<file path="src/sv/m44ms_pkg.sv">
`timescale 1ns / 1ps

package m44ms_pkg;

  // Q16.16 element and matrix geometry
  localparam int unsigned DATA_W = 32;
  localparam int unsigned DIM    = 4;
  localparam int unsigned ELEMS  = DIM * DIM;
  localparam int unsigned IDX_W  = $clog2(ELEMS);
  localparam int unsigned POS_W  = $clog2(DIM);

  localparam logic signed [DATA_W-1:0] Q_ONE = 32'sh0001_0000;

  typedef logic signed [DATA_W-1:0] q_t;
  typedef logic [IDX_W-1:0]         idx_t;
  typedef logic [POS_W-1:0]         pos_t;

  // Operation codes of an input transaction
  typedef enum logic [1:0] {
    OP_LOAD_A = 2'd0,
    OP_LOAD_B = 2'd1,
    OP_MUL    = 2'd2,
    OP_SCALE  = 2'd3
  } op_t;

  // Control carried alongside each product through the pipeline
  typedef struct packed {
    logic vld;
    logic first;  // opens a dot product
    logic fin;    // closes a dot product, result leaves
    logic mul;    // second operand comes from B
    pos_t row;
    pos_t col;
  } tag_t;

  // Reset contents of a matrix entry: identity
  function automatic q_t identity_elem(input idx_t idx);
    identity_elem = (idx[IDX_W-1:POS_W] == idx[POS_W-1:0]) ? Q_ONE : '0;
  endfunction

endpackage

</file>
<file path="src/sv/m44ms_mat_store.sv">
`timescale 1ns / 1ps

module m44ms_mat_store
  import m44ms_pkg::*;
(
  input  logic clk,
  input  logic rst_n,
  input  logic wr_en,
  input  idx_t wr_idx,
  input  q_t   wr_data,
  input  logic rd_en,
  input  idx_t rd_idx,
  output q_t   rd_data
);

  q_t               mem [ELEMS];
  logic [ELEMS-1:0] vld_r;
  q_t               mem_q_r;
  logic             vld_q_r;
  idx_t             idx_q_r;

  // Write one element, read one element with a registered output
  always_ff @(posedge clk) begin
    if (wr_en) begin
      mem[wr_idx] <= wr_data;
    end
    if (rd_en) begin
      mem_q_r <= mem[rd_idx];
      idx_q_r <= rd_idx;
    end
  end

  // Track entries written since reset
  always_ff @(posedge clk) begin
    if (!rst_n) begin
      vld_r   <= '0;
      vld_q_r <= 1'b0;
    end else begin
      if (wr_en) begin
        vld_r[wr_idx] <= 1'b1;
      end
      if (rd_en) begin
        vld_q_r <= vld_r[rd_idx];
      end
    end
  end

  // Fall back to the identity for entries never written
  assign rd_data = vld_q_r ? mem_q_r : identity_elem(idx_q_r);

endmodule

</file>
<file path="src/sv/matrix4x4_multiply_scale_core.sv">
`timescale 1ns / 1ps
// Load transactions give no result.
// Multiply: 64 reads of A and B, one product per cycle unless the output stalls;
// one result per four products. Scale: 16 products, one result per cycle unless
// the output stalls. The single multiplier sets the rate.
// Synchronous active-low reset returns both matrices to the identity at once.

module matrix4x4_multiply_scale_core
  import m44ms_pkg::*;
(
  input  logic        clk,
  input  logic        rst_n,
  input  logic        in_valid,
  output logic        in_stall,
  input  logic [1:0]  in_op,
  input  logic [1:0]  in_row,
  input  logic [1:0]  in_col,
  input  logic signed [31:0] in_value,
  output logic        out_valid,
  input  logic        out_stall,
  output logic [1:0]  out_row,
  output logic [1:0]  out_col,
  output logic signed [31:0] out_value,
  output logic        out_last
);

  localparam int unsigned CNT_W  = IDX_W + POS_W;
  localparam int unsigned PROD_W = 2 * DATA_W;
  localparam int unsigned SUM_W  = PROD_W + POS_W;
  localparam int unsigned FRAC_W = DATA_W / 2;
  localparam int unsigned SHR_W  = SUM_W - FRAC_W;
  localparam logic [CNT_W-1:0] MUL_END   = CNT_W'(ELEMS * DIM - 1);
  localparam logic [IDX_W-1:0] SCALE_END = IDX_W'(ELEMS - 1);
  localparam pos_t             POS_END   = POS_W'(DIM - 1);
  localparam q_t               Q_MAX     = {1'b0, {(DATA_W-1){1'b1}}};
  localparam q_t               Q_MIN     = {1'b1, {(DATA_W-1){1'b0}}};

  op_t               op_e;
  logic              in_acc;
  logic              adv;
  logic              issue;
  logic              last_issue;
  logic              wr_a;
  logic              wr_b;
  logic              start;
  idx_t              wr_idx;
  idx_t              a_rd_idx;
  idx_t              b_rd_idx;
  q_t                a_rd;
  q_t                b_rd;
  q_t                b_op;
  logic              busy_r;
  logic              mul_r;
  logic [CNT_W-1:0]  cnt_r;
  q_t                scale_r;
  tag_t              s0_tag;
  tag_t              s1_r;
  tag_t              s2_r;
  logic signed [PROD_W-1:0] prod_nxt;
  logic signed [PROD_W-1:0] prod_r;
  logic signed [SUM_W-1:0]  sum_nxt;
  logic signed [SUM_W-1:0]  acc_r;
  logic [SHR_W-1:0]  shr;
  q_t                sat_nxt;
  logic              out_valid_r;
  pos_t              out_row_r;
  pos_t              out_col_r;
  q_t                out_value_r;
  logic              out_last_r;

  // Handshake and decode
  assign adv      = !out_valid_r || !out_stall;
  assign in_stall = busy_r || !adv;
  assign in_acc   = in_valid && !in_stall;
  assign op_e     = op_t'(in_op);
  assign wr_idx   = {in_row, in_col};

  always_comb begin
    wr_a  = 1'b0;
    wr_b  = 1'b0;
    start = 1'b0;
    unique case (op_e)
      OP_LOAD_A: wr_a  = in_acc;
      OP_LOAD_B: wr_b  = in_acc;
      OP_MUL:    start = in_acc;
      OP_SCALE:  start = in_acc;
      default:   start = 1'b0;
    endcase
  end

  // Sequence the reads: multiply walks {row, col, term}, scale walks the elements
  assign issue      = busy_r && adv;
  assign last_issue = mul_r ? (cnt_r == MUL_END) : (cnt_r[IDX_W-1:0] == SCALE_END);
  assign a_rd_idx   = mul_r ? {cnt_r[CNT_W-1:IDX_W], cnt_r[POS_W-1:0]} : cnt_r[IDX_W-1:0];
  assign b_rd_idx   = {cnt_r[POS_W-1:0], cnt_r[IDX_W-1:POS_W]};

  always_comb begin
    s0_tag.vld   = issue;
    s0_tag.first = !mul_r || (cnt_r[POS_W-1:0] == '0);
    s0_tag.fin   = !mul_r || (cnt_r[POS_W-1:0] == POS_END);
    s0_tag.mul   = mul_r;
    s0_tag.row   = mul_r ? cnt_r[CNT_W-1:IDX_W] : cnt_r[IDX_W-1:POS_W];
    s0_tag.col   = mul_r ? cnt_r[IDX_W-1:POS_W] : cnt_r[POS_W-1:0];
  end

  always_ff @(posedge clk) begin
    if (!rst_n) begin
      busy_r <= 1'b0;
      cnt_r  <= '0;
    end else if (start) begin
      busy_r <= 1'b1;
      cnt_r  <= '0;
    end else if (issue) begin
      busy_r <= !last_issue;
      cnt_r  <= cnt_r + 1'b1;
    end
  end

  // Hold the operation and scale factor for the whole run
  always_ff @(posedge clk) begin
    if (start) begin
      mul_r   <= (op_e == OP_MUL);
      scale_r <= in_value;
    end
  end

  m44ms_mat_store u_mat_a (
    .clk     (clk),
    .rst_n   (rst_n),
    .wr_en   (wr_a),
    .wr_idx  (wr_idx),
    .wr_data (in_value),
    .rd_en   (issue),
    .rd_idx  (a_rd_idx),
    .rd_data (a_rd)
  );

  m44ms_mat_store u_mat_b (
    .clk     (clk),
    .rst_n   (rst_n),
    .wr_en   (wr_b),
    .wr_idx  (wr_idx),
    .wr_data (in_value),
    .rd_en   (issue),
    .rd_idx  (b_rd_idx),
    .rd_data (b_rd)
  );

  // Advance the control tags with the data
  always_ff @(posedge clk) begin
    if (!rst_n) begin
      s1_r <= '0;
      s2_r <= '0;
    end else if (adv) begin
      s1_r <= s0_tag;
      s2_r <= s1_r;
    end
  end

  // Multiply stage
  assign b_op     = s1_r.mul ? b_rd : scale_r;
  assign prod_nxt = PROD_W'(a_rd) * PROD_W'(b_op);

  always_ff @(posedge clk) begin
    if (adv) begin
      prod_r <= prod_nxt;
    end
  end

  // Accumulate exactly, then floor to Q16.16 and saturate
  assign sum_nxt = (s2_r.first ? SUM_W'(0) : acc_r) + SUM_W'(prod_r);
  assign shr     = sum_nxt[SUM_W-1:FRAC_W];

  always_comb begin
    if (&shr[SHR_W-1:DATA_W-1] || ~|shr[SHR_W-1:DATA_W-1]) begin
      sat_nxt = shr[DATA_W-1:0];
    end else if (shr[SHR_W-1]) begin
      sat_nxt = Q_MIN;
    end else begin
      sat_nxt = Q_MAX;
    end
  end

  always_ff @(posedge clk) begin
    if (adv && s2_r.vld) begin
      acc_r <= sum_nxt;
    end
  end

  // Output register
  always_ff @(posedge clk) begin
    if (!rst_n) begin
      out_valid_r <= 1'b0;
    end else if (adv) begin
      out_valid_r <= s2_r.vld && s2_r.fin;
    end
  end

  always_ff @(posedge clk) begin
    if (adv && s2_r.vld && s2_r.fin) begin
      out_row_r   <= s2_r.row;
      out_col_r   <= s2_r.col;
      out_value_r <= sat_nxt;
      out_last_r  <= (s2_r.row == POS_END) && (s2_r.col == POS_END);
    end
  end

  assign out_valid = out_valid_r;
  assign out_row   = out_row_r;
  assign out_col   = out_col_r;
  assign out_value = out_value_r;
  assign out_last  = out_last_r;

  // Checks
  a_busy_blocks_input: assert property (@(posedge clk) disable iff (!rst_n)
    busy_r |-> in_stall)
    else $error("input taken while a run is in progress");

  a_start_arms_run: assert property (@(posedge clk) disable iff (!rst_n)
    start |=> (busy_r && cnt_r == '0))
    else $error("compute transaction did not start a run");

  a_load_not_during_read: assert property (@(posedge clk) disable iff (!rst_n)
    (wr_a || wr_b) |-> !issue)
    else $error("matrix write coincides with a read issue");

  a_accum_only_multiply: assert property (@(posedge clk) disable iff (!rst_n)
    (s2_r.vld && !s2_r.first) |-> s2_r.mul)
    else $error("scale product accumulated into a previous sum");

  a_last_at_corner: assert property (@(posedge clk) disable iff (!rst_n)
    (out_valid_r && out_last_r) |-> (out_row_r == POS_END && out_col_r == POS_END))
    else $error("last marker away from the final element");

endmodule

</file>
<file path="config.mk">
export PLATFORM = sky130hd
export DESIGN_NAME = matrix4x4_multiply_scale_core
export DESIGN_NICKNAME = d
export VERILOG_FILES = /design/src/sv/m44ms_pkg.sv /design/src/sv/m44ms_mat_store.sv /design/src/sv/matrix4x4_multiply_scale_core.sv
export SDC_FILE = /design/constraint.sdc
export NUM_CORES = 2
export LEC_CHECK = 0
export BUFFER_PORTS_ARGS = -buffer_cell sky130_fd_sc_hd__buf_2
export CAP_MARGIN = 20
export CORE_MARGIN = 2
export CORE_UTILIZATION = 45
export CTS_CLUSTER_SIZE = 28
export DETAILED_ROUTE_END_ITERATION = 10
export PLACE_DENSITY = 0.57
export SETUP_SLACK_MARGIN = 0.02
export SLEW_MARGIN = 10
export SYNTH_ARGS = -nofsm -noshare
export SYNTH_HDL_FRONTEND = slang
export SYNTH_HIERARCHICAL = 1
export SYNTH_SLANG_ARGS = --single-unit
</file>
<file path="constraint.sdc">
create_clock -name clk -period 12.9 [get_ports clk]
set_input_delay 1.29 -clock clk [delete_from_list [all_inputs] [get_ports clk]]
set_output_delay 1.29 -clock clk [all_outputs]
set_load 0.05 [all_outputs]
</file>
==> metrics.txt <==
Avg Inst Size Synth 13.6 um^2; initial drt markers 3832; Yosys warnings 6; post-DR wirelength/cell 24.2 um; nature of the critical path endpoint register; Critical path origin s1_r[4]; post_cts resized 0; initial antenna violation count 11; Critical Path AT 10.77 ns; startpoint type of the worst setup path register; CTS sink count 1353; Synth Register Bits 1353; Die W 455 um; post-synthesis net count 8075; via count 52.1k; ranking of synthesized cells by area edfxtp_1 (43%), fa_1 (24%), mux4_2 (8.0%); CTS tree yes; reg2reg start s1_r[4]; core area 202000 um^2; layout cells sized above 1 12.5%; # DRC 0; I/O Buffers 80; worst hold path type reg -> reg; Final Setup Violations 0; pin count of the biggest net entering global routing 121; Post-DRT Antenna Nets 0; pins over their slew limit 0; async set or reset register ratio after synthesis 0%; setup tns final 0 ns; Fmax achieved 0.0980 GHz; initial core utilization 45.2%; Post-synth EDFFs 1296; Overflow after GRT 0; Worst-path clk slew 0.06 ns; Max clock buf depth 3; io pins 81; DP Wirelength 157 mm; Rows 165; Worst path max stage delay 0.89 ns; H-tree lvl count 4; RSZ-0062 raised after global routing no; Clock Latency Late Sink 0.82 ns; Finished Layout Cells 9491; Slew @ Worst Pin 1.26 ns; fillcell total 17.4k; final hold violations 0; Via density 5.49; vias in the first global route 56.6k; Pwr Density 110 nW/um^2; CP Class reg -> reg; Die H 455 um; Placer Congestion 0.878; Total Wirelength 230 mm; Max-cap violations 0; post-synth cell types 92; end point of the critical path prod_r[61]; CP max-delay cell mux2_2; Fin Clk Skew 0.0895 ns; Power Total 0.0109 W; register-to-register setup slack 2.69 ns; period utilization 79.1%; most frequent cells in the layout edfxtp_1 (1296), fa_1 (1083), inv_1 (985); Mapped Cells 6699; status completed; CTS Hold Bufs 0; GRT Util Overall 22.8%; Worst Path Required 13.47 ns; Synth area leader edfxtp_1; layout net count 8077; Die Area 207000 um^2; post-synth top area share 42.6%; cell mode on critical path fa_1; Crit Path Max Fanout 32; peak supply drop 0.104 mV; r2r worst-path depth 26; most common cell after layout, fill and taps aside edfxtp_1; Num CTS Buffers 145; Main synth FF type edfxtp_1; sequential share of the synthesized area 43.9%; DR pass1 iterations 6; first-pass GRT wire length 353 mm; postcts setup bufs 0; Leakage 39.1 nW; Tmin final 10.21 ns; FF-to-FF End prod_r[61]; area growth from synthesis to layout 8.94%; clk root buf clkbuf_16; Slew HR 14.4%; Post-Syn Area 91300 um^2; placed cells 9225
worst min path at each step:
| stage | from | endpoint | slack, ns | cells after the start |
|---|---|---|---|---|
| after global placement | s2_r[0] | out_col[0] | 0.44 | 0 |
| after floorplan | s2_r[0] | out_col[0] | 0.42 | 0 |
| after CTS | s2_r[0] | out_col[0] | 0.46 | 0 |
| after detailed placement | s2_r[0] | out_col[0] | 0.44 | 0 |
| after global routing | s2_r[0] | out_col[0] | 0.47 | 0 |
| final | s2_r[0] | out_col[0] | 0.45 | 0 |
cells by family after synthesis:
family	Yosys count	synth area share [%]
and+or+nand+nor	1650	9.23
DFF	1353	43.9
muxes	400	9.02
xor gates and xnor gates	136	1.30
adders and majority gates	1334	27.2
AOI/OAI and AO/OA	505	3.73
buffers and inverters	1321	5.67
critical path: cells and delay by family (launching register included):
family	cells	cell delay, ns
buffers and inverters	2	0.55
XOR/XNOR	1	0.09
AO/OA/AOI/OAI	11	2.63
adder cells (fa/ha/maj)	9	4.48
multiplexers	1	0.89
AND/OR/NAND/NOR	2	0.62
flip-flops	1	0.69
Yosys cell counts, types with 26 or more instances:
| library cell | n |
|---|---|
| o21ai_0 | 76 |
| o21a_1 | 47 |
| mux2_2 | 26 |
| buf_2 | 32 |
| xor2_1 | 39 |
| inv_1 | 987 |
| ha_1 | 251 |
| nor3_1 | 34 |
| dfxtp_1 | 57 |
| a21oi_1 | 129 |
| nor2b_1 | 317 |
| xnor2_1 | 97 |
| and2_1 | 355 |
| mux4_2 | 324 |
| mux2_4 | 30 |
| edfxtp_1 | 1296 |
| nor2_1 | 163 |
| clkbuf_1 | 271 |
| nand3_1 | 34 |
| nand2_1 | 597 |
| nand2b_1 | 40 |
| fa_1 | 1083 |
| a21o_1 | 61 |
cell type report:
cell class | instances | area, um^2 | area share [%]
Timing Repair Buffer | 187 | 1240 | 1.24
Clock buffer | 177 | 3750 | 3.77
Clock inverter | 83 | 916 | 0.920
Tap cell | 2672 | 3340 | 3.36
Antenna cell | 5 | 12.5 | 0.0126
Multi-Input combinational cell | 4025 | 46500 | 46.7
Sequential cell | 1353 | 40100 | 40.3
Inverter | 989 | 3720 | 3.73
sequential cells by signal, indices dropped and copies added, names as in the netlist, 2 cells and up:
name	flops
scale_r	32
out_value	32
u_mat_a/mem	512
u_mat_b/vld_r	16
acc_r	66
u_mat_b/idx_q_r	4
s1_r	8
u_mat_a/idx_q_r	4
u_mat_a/mem_q_r	32
s2_r	7
out_row	2
prod_r	64
cnt_r	6
u_mat_b/mem	512
u_mat_b/mem_q_r	32
out_col	2
u_mat_a/vld_r	16
per-layer routing:
layer	track usage (%)	wire length, um	vias up	share of wire, %
li1	-	-	22500	-
met1	31.9	101000	27700	44
met2	37.2	110000	1531	48
met3	3.51	13600	311	5.9
met4	5.83	5440	4	2.4
met5	0	28	-	0.012
through the flow:
step                      instance area (um^2)  utilization [%]  worst slack (ns)  hold WS (ns)
after CTS                                99500             49.3              2.69         0.455
final                                    99500             49.3              2.69         0.454
after floorplan                          91300                -              3.77         0.422
after global routing                     99500             49.3              2.36         0.473
after global placement                   94800             47.0              2.73         0.440
after detailed placement                 94800             47.0              2.65         0.442
power breakdown:
part	total [W]	internal, W	switching, W
combinational	0.00185	0.000712	0.00114
sequential	0.00503	0.00498	0.0000491
clock	0.00406	0.00227	0.00179
No activity file was read; power rests on OpenSTA's default activity.
